--- src/hw/rtl/tmva_pkg.sv ---
package tmva_pkg;

    localparam int DATA_WIDTH = 32;
    localparam int FRAC_BITS  = 16;

    // product, three-term sum, scaled b and full total widths
    localparam int PROD_W  = 2 * DATA_WIDTH;
    localparam int PSUM_W  = 2 * DATA_WIDTH + 2;
    localparam int BTERM_W = DATA_WIDTH + FRAC_BITS + 1;
    localparam int TOTAL_W = 2 * DATA_WIDTH + 3;

    localparam int CFG_INDEX_W = 8;
    localparam int CFG_DATA_W  = 8;

    localparam logic [CFG_INDEX_W-1:0] CFG_TRANSPOSE = 8'd0;
    localparam logic [CFG_INDEX_W-1:0] CFG_ALPHA     = 8'd1;
    localparam logic [CFG_INDEX_W-1:0] CFG_BETA      = 8'd2;

    localparam logic [1:0] ALPHA_ZERO  = 2'd0;
    localparam logic [1:0] ALPHA_PLUS  = 2'd1;
    localparam logic [1:0] ALPHA_MINUS = 2'd2;

    localparam logic [1:0] BETA_CLEAR  = 2'd0;
    localparam logic [1:0] BETA_KEEP   = 2'd1;
    localparam logic [1:0] BETA_NEGATE = 2'd2;

    typedef logic signed [DATA_WIDTH-1:0] data_t;

    typedef struct packed {
        data_t      x_value;
        data_t      diag_entry;
        data_t      sub_entry;
        data_t      super_entry;
        data_t      b_value;
        logic       last_row;
    } in_item_t;

    typedef struct packed {
        data_t      result_value;
        logic       saturated;
        logic       last_result;
    } out_item_t;

    // one stored row of the window
    typedef struct packed {
        data_t      x_value;
        data_t      diag_entry;
        data_t      sub_entry;
        data_t      super_entry;
        data_t      b_value;
    } row_t;

    typedef struct packed {
        logic       prod_en;
        logic       prod_neg;
        logic       b_en;
        logic       b_neg;
    } scale_t;

    // one row result to compute: three coefficient/x pairs and the prior b
    typedef struct packed {
        data_t      lo_coef;
        data_t      lo_x;
        data_t      mid_coef;
        data_t      mid_x;
        data_t      hi_coef;
        data_t      hi_x;
        data_t      b_value;
        logic       last;
        scale_t     scale;
    } job_t;

endpackage

--- src/hw/rtl/tmva_cell.sv ---
module tmva_cell (
    input  logic          aclk,
    input  logic          aresetn,
    input  logic          load,
    input  tmva_pkg::row_t in_row,
    input  logic          in_valid,
    output tmva_pkg::row_t row,
    output logic          valid
);
    import tmva_pkg::*;

    row_t row_reg;
    logic valid_reg;

    always_ff @(posedge aclk) begin
        if (load) begin
            row_reg <= in_row;
        end
    end

    always_ff @(posedge aclk) begin
        if (!aresetn) begin
            valid_reg <= 1'b0;
        end else if (load) begin
            valid_reg <= in_valid;
        end
    end

    assign row   = row_reg;
    assign valid = valid_reg;

endmodule

--- config.mk ---
export PLATFORM = sky130hd
export DESIGN_NAME = tmva_cell
export DESIGN_NICKNAME = d
export VERILOG_FILES = /design/src/hw/rtl/tmva_pkg.sv /design/src/hw/rtl/tmva_cell.sv
export SDC_FILE = /design/constraint.sdc
export NUM_CORES = 1
export LEC_CHECK = 0
export BUFFER_PORTS_ARGS = -buffer_cell sky130_fd_sc_hd__buf_2
export CAP_MARGIN = 30
export CORE_AREA = 2 2 125 127
export CTS_CLUSTER_SIZE = 40
export DETAILED_ROUTE_END_ITERATION = 6
export DIE_AREA = 0 0 127 129
export HOLD_SLACK_MARGIN = 0.12
export PLACE_DENSITY_LB_ADDON = 0.2
export REMOVE_ABC_BUFFERS = 1
export SLEW_MARGIN = 10
export SYNTH_ARGS = -nofsm -noshare
export SYNTH_HDL_FRONTEND = slang
export SYNTH_SLANG_ARGS = --single-unit
--- constraint.sdc ---
create_clock -name aclk -period 0.8 [get_ports aclk]
set_clock_uncertainty 0.15 [all_clocks]
set_input_delay 0.04 -clock aclk [delete_from_list [all_inputs] [get_ports aclk]]
set_output_delay 0.04 -clock aclk [all_outputs]
set_load 0.01 [all_outputs]
==> summary by stage, run 1 <==
Floorplanning
The site row count is 45. The horizontal die dimension is 127 um. The initial standard-cell utilization of the core is 32.3%. The floorplan step set the die height to 129 um. The I/O pin total is 325.

Yosys
In the post-synthesis netlist, the cell with the most instances is sky130_fd_sc_hd__edfxtp_1. The part of the Yosys area used for sequential elements is 99.7%. The number of enable-type register cells in the synthesized netlist is 160. After synthesis, the largest area contributor takes up 99.3% of total cell area. In the synthesized netlist the dominant register cell turns out to be sky130_fd_sc_hd__edfxtp_1. Counting instances in the post-synthesis netlist gives the leading cell types as sky130_fd_sc_hd__edfxtp_1 (160), sky130_fd_sc_hd__dfxtp_1 (1), sky130_fd_sc_hd__mux2i_1 (1), sky130_fd_sc_hd__nor2b_1 (1). Dividing the synthesized area by the synthesized cell count gives 29.7 um2. Yosys attributes the largest share of cell area to sky130_fd_sc_hd__edfxtp_1 (99%), sky130_fd_sc_hd__dfxtp_1 (0.41%), sky130_fd_sc_hd__mux2i_1 (0.21%), sky130_fd_sc_hd__nor2b_1 (0.13%). The synthesized netlist cell count is 163. The synthesized netlist occupies a cell area of 0.00484 mm2. The post-synthesis cell type count is 4. The biggest area consumer among synthesized cells is sky130_fd_sc_hd__edfxtp_1. The fraction of synthesis flops using an asynchronous set or reset pin is 0%. Synthesis inferred 161 register bits. For this run, the number of Yosys warnings is 0.

Clock tree
No sink is reached through more buffers than the 2 on the longest clock path. The total of cells resized after clock tree synthesis is 2. The number of sinks driven by the clock tree is 161. The total of hold buffers inserted after clock tree synthesis is 145.

The number of levels in the clock H-tree is 4. The number of setup buffers added after CTS is 0. The CTS root buffer is sky130_fd_sc_hd__clkbuf_16.

The total CTS buffers is 17.

Place
The count of buffers from port buffering is 324. The congestion estimate from routability-driven global placement came to 0.791. The half-perimeter wire length of the detailed placement result is 9.67 mm.

Outcome
The run ended at 4_1_cts. The flow did not finish. The tool reported: "[ERROR RSZ-0060] Max buffer count reached".
[logic make-up after synthesis]
| group | synth area share [%] |
|---|---|
| muxes | 0.207 |
| and+or+nand+nor | 0.129 |
| DFF | 99.7 |
[through the flow]
stage	instances	TNS [ps]	hold slack, ps	area [um2]	setup WS (ps)
detailed placement	687	-21980	68.1	6830	-187
global placement	687	-20570	66.5	6830	-180
floorplan	163	0	-11.1	4840	51.4
==> inputs of run 2 (changes only) <==
--- a/config.mk
+++ b/config.mk
@@ -7,12 +7,9 @@
 export LEC_CHECK = 0
 export BUFFER_PORTS_ARGS = -buffer_cell sky130_fd_sc_hd__buf_2
 export CAP_MARGIN = 30
-export CORE_AREA = 2 2 125 127
-export CTS_CLUSTER_SIZE = 40
+export CORE_UTILIZATION = 20
 export DETAILED_ROUTE_END_ITERATION = 6
-export DIE_AREA = 0 0 127 129
-export HOLD_SLACK_MARGIN = 0.12
-export PLACE_DENSITY_LB_ADDON = 0.2
+export PLACE_DENSITY_LB_ADDON = 0.15
 export REMOVE_ABC_BUFFERS = 1
 export SLEW_MARGIN = 10
 export SYNTH_ARGS = -nofsm -noshare
==> summary by stage, run 2 <==
Timing
The worst path in the final design needs a cycle of 1160 ps, including I/O delays and setup. The fmax is 0.862 GHz. Setup repair after global routing could not meet its margin everywhere. Across all hold checks on the routed design, the worst slack comes to -180 ps. The final-report max-slew violation count is 0. The final critical path takes up 145% of the cycle.

The number of hold-slack violations in the final timing report came to 39. The final critical-path setup slack is -361 ps. For the pin with the worst max-slew slack, the measured transition is 196 ps. The count of endpoints failing setup in the final report is 161. The headroom to the max-slew limit is 86.9%.

Min path
The startpoint identified for the worst hold timing path is load. The worst hold-check path type is in2reg.

Setup path
The highest-delay cell along the critical path is sky130_fd_sc_hd__edfxtp_1. STA classifies the critical path endpoint as an output port. For the worst setup path, the data required time is 610 ps.

The longest individual stage delay on the worst path is 400 ps. The buffer and inverter count on the worst path is 1. Data arrives at the worst endpoint at 970 ps.

The launching element of the worst setup path is row[24]. The signal on the critical path passes through buf_2. The launching point of the worst reg2reg path is valid. The sort of element at the start of the critical path is a flop. The startpoint-to-endpoint class of the critical path is reg2out. In this run the register-to-register setup slack is 30 ps. Of all nets on the critical path, the largest fanout is 1. The largest delay contributor family on the critical path is flip-flops.

Clock tree
For the worst-skew pair, the clock arrives at the later sink with an insertion delay of 420 ps. The total of hold buffers inserted after clock tree synthesis came to 162 (+12%). The number of levels in the clock H-tree is 4 (unchanged). Clock-pin slew was measured on the worst setup and hold paths at 60 ps.

TritonCTS built the clock tree. The number of sinks driven by the clock tree came to 161 (unchanged). The CTS root buffer is sky130_fd_sc_hd__clkbuf_16.

The number of buffers on the longest clock path is 2 (unchanged). The total CTS buffers is 17 (unchanged). The post-CTS setup buffer count is 0 (unchanged).

Global route
Entering global routing, the biggest net connects 36 pins. In the global route stage, overall resource usage came out at 10.5%. The final global-route overflow total is 0.

The first-pass GRT wire length is 19.2 mm. The initial antenna violation count is 0. The via count of the first global-routing pass is 3843.

Detailed routing
The total number of vias is 3583. The detail route stage leaves a number of antenna-violating nets equal to 0. Using the TritonRoute via totals, the vias-per-cell ratio works out to 3.55.

Dividing the detail-routed wire length by the instance count gives 13.3 um. The first-pass iteration count of the detailed router is 4. The final wirelength is 13.4 mm.

The iteration-0 DRC count of the detailed router is 153. After detailed routing, the number of remaining DRC violations is 0.

Yosys
The fraction of synthesis flops using an asynchronous set or reset pin was 0% (unchanged). The synthesized netlist cell count came to 163 (unchanged). The cell area after synthesis is 0.00484 mm2 (unchanged).

The average cell area after synthesis is 29.7 um2 (unchanged). The biggest area consumer among synthesized cells is sky130_fd_sc_hd__edfxtp_1. The total of warnings raised by yosys is 0 (unchanged). In the synthesized netlist the dominant register cell turns out to be sky130_fd_sc_hd__edfxtp_1. The share of the synthesized area in the top cell type is 99.3% (unchanged). The post-synthesis cell type count is 4 (unchanged). The most frequently used cell type in the post-synthesis netlist is sky130_fd_sc_hd__edfxtp_1.

The part of the Yosys area used for sequential elements came to 99.7% (unchanged). The number of enable-type register cells in the synthesized netlist came to 160 (unchanged). The synthesized flop and latch total is 161 (unchanged). Yosys attributes the largest share of cell area to sky130_fd_sc_hd__edfxtp_1 (99%), sky130_fd_sc_hd__dfxtp_1 (0.41%), sky130_fd_sc_hd__mux2i_1 (0.21%), sky130_fd_sc_hd__nor2b_1 (0.13%).

The commonest cells after synthesis are sky130_fd_sc_hd__edfxtp_1 (160), sky130_fd_sc_hd__dfxtp_1 (1), sky130_fd_sc_hd__mux2i_1 (1), sky130_fd_sc_hd__nor2b_1 (1).

Pwr
For this design the total switching power over the nets is 4.54 mW. In this run, the combinational gates consume 11.4% of the power. For this design the static power due to leakage is 3.88 nW. The proportion of power drawn by flip-flops and latches is 50.4%. The power density over cell area is 2190 mW/mm2. The power share of the clock group is 38.2%. The design internal power is 15.6 mW. The switching fraction of total power is 22.5%. The maximum ir drop on the vdd rail is 0.00108 V.

Layout
The most common library cell in the layout ignoring fill and taps is sky130_fd_sc_hd__buf_2. The register with the most flip-flops in the layout has 160 of them. The area added between synthesis and finish is 90.2%. The layout has 2231 filler cells.

The final layout contains 841 nets. The ratio of cells with drive above 1 in the final layout is 52.8%. The library cells used most frequently in the layout, excluding fill and tap cells, are sky130_fd_sc_hd__buf_2 (317), sky130_fd_sc_hd__dlygate4sd3_1 (162), sky130_fd_sc_hd__edfxtp_1 (160). The number of antenna diodes in the final layout is 0.

At the end of the flow the core is filled with cells to 39.0%. The area of all placed cells without fillers is 0.00921 mm2.

Floorplanning
The I/O pin total is 325 (unchanged). The floorplan step defined a core boundary enclosing 0.0236 mm2. The horizontal die dimension is 158 um (+24%). The site row count is 56 (+24%). The die footprint is 0.0248 mm2. The vertical die dimension is 158 um (+22%). The initial standard-cell utilization of the core was 20.5% (-12 points).

Place
The count of buffers from port buffering is 324 (unchanged). The half-perimeter wire length of the detailed placement result is 9.40 mm (-2.8%). The final RePlAce weighted congestion is 0.698 (-12%).

The cell area after placement was 0.00699 mm2 (+2.3%).

Flow run
The max-capacitance violation count is 0.

Outcome
The run finished, with violations left. The checks that failed: negative hold slack, negative setup slack.
-- run 2: cell counts after synthesis --
No cell type changed its count.
-- run 2: cell families after synthesis --
family / synth area share [%]
flip-flops: 99.7
multiplexers: 0.207
AND/OR/NAND/NOR: 0.129
-- run 2: routing by layer --
| layer | wire length [um] | global-route usage [%] |
|---|---|---|
| met4 | 206 | 4.95 |
| met3 | 1210 | 4.33 |
| met5 | 0 | 0 |
| met2 | 7230 | 19.5 |
| met1 | 4730 | 10.0 |
-- run 2: stage by stage --
stage | TNS, ps | power [mW] | hold WS [ps] | setup slack [ps] | std cells
2_1_floorplan | 0 | 10.7 | -11.1 | 51.4 | 163
5_1_grt | -58750 | 21.1 | -205 | -418 | 1009
4_1_cts | -55710 | 20.5 | -208 | -398 | 1009
3_5_place_dp | -23880 | 12.0 | 68.1 | -175 | 815
6_report | -50150 | 20.2 | -180 | -361 | 1009
3_3_place_gp | -21930 | 12.0 | 67.1 | -169 | 815
-- run 2: power by group through the flow --
stage          combinational, mW  clock, mW  sequential (mW)
3_3_place_gp                1.68          0             10.3
6_report                    2.30       7.70             10.2
2_1_floorplan            0.00496          0             10.7
3_5_place_dp                1.68          0             10.3
4_1_cts                     2.32       8.05             10.2
5_1_grt                     2.48       8.34             10.2
-- run 2: worst paths after layout --
path / cells after the start / end
max: 1 / row[24]
max reg2reg: 2 / valid
min reg2reg: 2 / valid
min: 1 / row[113]
-- run 2: layout make-up --
| type | count | area [um2] | share of cell area, % |
|---|---|---|---|
| Multi-Input combinational cell | 2 | 16.3 | 0.177 |
| Tap cell | 319 | 399 | 4.34 |
| Timing Repair Buffer | 495 | 3400 | 37.0 |
| Clock inverter | 14 | 131 | 1.43 |
| Clock buffer | 18 | 429 | 4.66 |
| Sequential cell | 161 | 4830 | 52.4 |
-- run 2: timing repair --
item / in CTS / in global routing
hold endpoints to repair: 279 / 68
setup endpoints to repair: 161 / 161
resized for setup: 4 / 5
(Power assumes the default switching activity.)
==> inputs of run 3 (changes only) <==
--- a/config.mk
+++ b/config.mk
@@ -7,6 +7,7 @@
 export LEC_CHECK = 0
 export BUFFER_PORTS_ARGS = -buffer_cell sky130_fd_sc_hd__buf_2
 export CAP_MARGIN = 30
+export CORE_MARGIN = 3
 export CORE_UTILIZATION = 20
 export DETAILED_ROUTE_END_ITERATION = 6
 export PLACE_DENSITY_LB_ADDON = 0.15
==> summary by stage, run 3 (synthesis gave the netlist of run 2 again) <==
Outcome
The run finished, with violations left. The checks that failed: negative hold slack, negative setup slack.

Layout
The flip-flop count of the largest register, all copies and words added came to 160 (unchanged). The final design utilization is 38.9% (-0.10 points). In the layout the commonest cells are sky130_fd_sc_hd__buf_2 (318), sky130_fd_sc_hd__dlygate4sd3_1 (162), sky130_fd_sc_hd__edfxtp_1 (160). The net count reported at finish is 842 (+0.12%). The area added between synthesis and finish is 89.7%. The number of inserted filler cells in the final layout was 2228 (-0.13%). The ratio of cells with drive above 1 in the final layout is 52.7% (-0.076 points). The number of cells in the finished layout apart from fillers is 1010 (+0.099%).

The most common library cell in the layout ignoring fill and taps is sky130_fd_sc_hd__buf_2. The antenna cell count was 0 (unchanged).

Timing
The transition time at the pin with the least slew margin is 237 ps (+41.4 ps). The final-report max-slew violation count is 0 (unchanged). The minimum period implied by the final worst setup slack came to 1160 ps (-0.244 ps).

The number of hold-slack violations in the final timing report is 25 (-36%). The headroom to the max-slew limit was 84.2% (-2.8 points). The final critical-path setup slack is -360 ps (+0.244 ps).

Setup repair after global routing could not meet its margin everywhere. The period utilization is 145% (about the same). The fmax was 0.862 GHz (about the same). The final setup TNS is -50490 ps (-341 ps).

The smallest hold slack is -197 ps (-17.0 ps). The count of endpoints failing setup in the final report is 161 (unchanged).

Setup path
The longest individual stage delay on the worst path is 400 ps (about the same). The peak fanout along the critical path is 1 (unchanged). The data arrival at the endpoint of the critical path is 970 ps (about the same). The worst flop-to-flop path endpoint is valid. The highest-delay cell along the critical path is sky130_fd_sc_hd__edfxtp_1. STA classifies the critical path endpoint as an output port.

The endpoint of the most critical setup path is row[103]. The buffer and inverter count on the worst path is 1 (unchanged). The number of cells on the critical path came to 1 (unchanged). In this run the worst setup path begins at row[103]. The critical path goes through buf_2. The sort of element at the start of the critical path is a flop. The slack of the worst reg-to-reg path is 30 ps (about the same). The depth of the most critical reg-to-reg path is 2 (unchanged). In this run the critical register-to-register path is launched from valid. The startpoint-to-endpoint class of the critical path is reg2out. The data required time of the worst path is 610 ps (about the same). The largest delay contributor family on the critical path is flip-flops.

Clock tree
The number of levels in the clock H-tree is 4 (unchanged). The total CTS buffers is 17 (unchanged). The number of buffers on the longest clock path was 2 (unchanged).

The TritonCTS clock tree is built. The clock-pin slew on the worst setup and hold paths was 70 ps (about the same). The number of sinks driven by the clock tree came to 161 (unchanged). The source-to-sink clock delay at the later pin of the worst-skew pair is 410 ps (about the same). The total of hold buffers inserted after clock tree synthesis is 162 (unchanged). In this run the clock root is driven by a sky130_fd_sc_hd__clkbuf_16. The post-CTS setup buffer count is 0 (unchanged).

Min path
The worst hold-check path type is in2reg.

Global route
The final global-route overflow total was 0 (unchanged). The first-pass GRT wire length was 22.2 mm (+16%). The pin count of the biggest net entering global routing is 44 (+22%).

The via count of the first global-routing pass is 4168 (+8.5%). The initial antenna violation count is 0 (unchanged). The total global routing track utilization was 11.1% (+0.57 points).

Floorplanning
The die footprint is 0.0261 mm2 (+5.1%). The I/O pin total was 325 (unchanged). The vertical die dimension is 162 um (+2.5%).

The site row count was 56 (unchanged). The horizontal die dimension is 162 um (+2.5%). The core area came to 0.0236 mm2 (unchanged). The initial standard-cell utilization of the core is 20.5% (unchanged).

Place
The cell total after placement is 816 (+0.12%). The half-perimeter wire length of the detailed placement result is 10.2 mm (+8.8%). The final RePlAce weighted congestion is 0.703 (+0.77%). The count of buffers from port buffering is 324 (unchanged).

Pwr
The maximum ir drop on the vdd rail came to 0.00109 V (+1.3%). The leakage power of the design came to 3.86 nW (-0.30%). The power density over cell area was 2200 mW/mm2 (+0.58%).

Detailed routing
The post-route DRC violation count is 0 (unchanged). The number of routed nets with antenna violations is 0 (unchanged). The iteration-0 DRC count of the detailed router is 129 (-16%). The first-pass iteration count of the detailed router is 4 (unchanged). The wire length per cell came to 14.5 um (+9.0%). The routed via count divided by cell count was 3.61 (+1.7%). The final wirelength is 14.6 mm (+9.1%). The total number of vias was 3648 (+1.8%).

Flow run
The max-capacitance violation count is 0 (unchanged).
-- run 3: worst min path at each step --
stage                      from       end  slack (ps)  depth (start not counted)
detailed placement   in_row[32]   row[32]          70                          1
global route               load   row[40]        -220                          1
CTS                        load   row[40]        -210                          1
finish                     load   row[40]        -200                          1
floorplan             in_row[0]    row[0]         -10                          0
global placement    in_row[127]  row[127]          70                          1
-- run 3: layer usage --
metal | global-route usage [%] | vias to the layer above | part of all wire, %
met5 | 0 | - | 0
met4 | 4.65 | 0 | 2.6
met3 | 4.90 | 21 | 9.8
met2 | 18.9 | 195 | 51
met1 | 12.1 | 1736 | 37
li1 | - | 1696 | -
-- run 3: metrics by stage --
stage | power (mW) | area [um2] | worst slack (ps)
finish | 20.2 | 9180 | -360
global route | 21.2 | 9180 | -415
detailed placement | 12.1 | 6970 | -209
floorplan | 10.7 | 4840 | 51.4
global placement | 12.0 | 6970 | -196
CTS | 20.5 | 9160 | -382
-- run 3: repair_timing --
action / 4_1_cts / 5_1_grt
pin swaps: 0 / 0
gates cloned: 0 / 0
endpoints found under the setup margin: 161 / 161
gates resized for setup: 2 / 4
hold endpoints to repair: 205 / 55
-- run 3: cell type report --
type,instances,area [um2],area share [%]
sequential,161,4830,52.6
timing repair buffer,496,3380,36.8
clock buffer,19,433,4.71
tap,319,399,4.35
clock inverter,13,128,1.39
multi-input combinational,2,16.3,0.177
-- run 3: report_power, final --
group          internal [mW]  switching, mW  total [mW]
combinational           1.28           1.03        2.30
sequential              10.0          0.170        10.2
clock                   4.34           3.41        7.74
total                   15.6           4.60        20.2
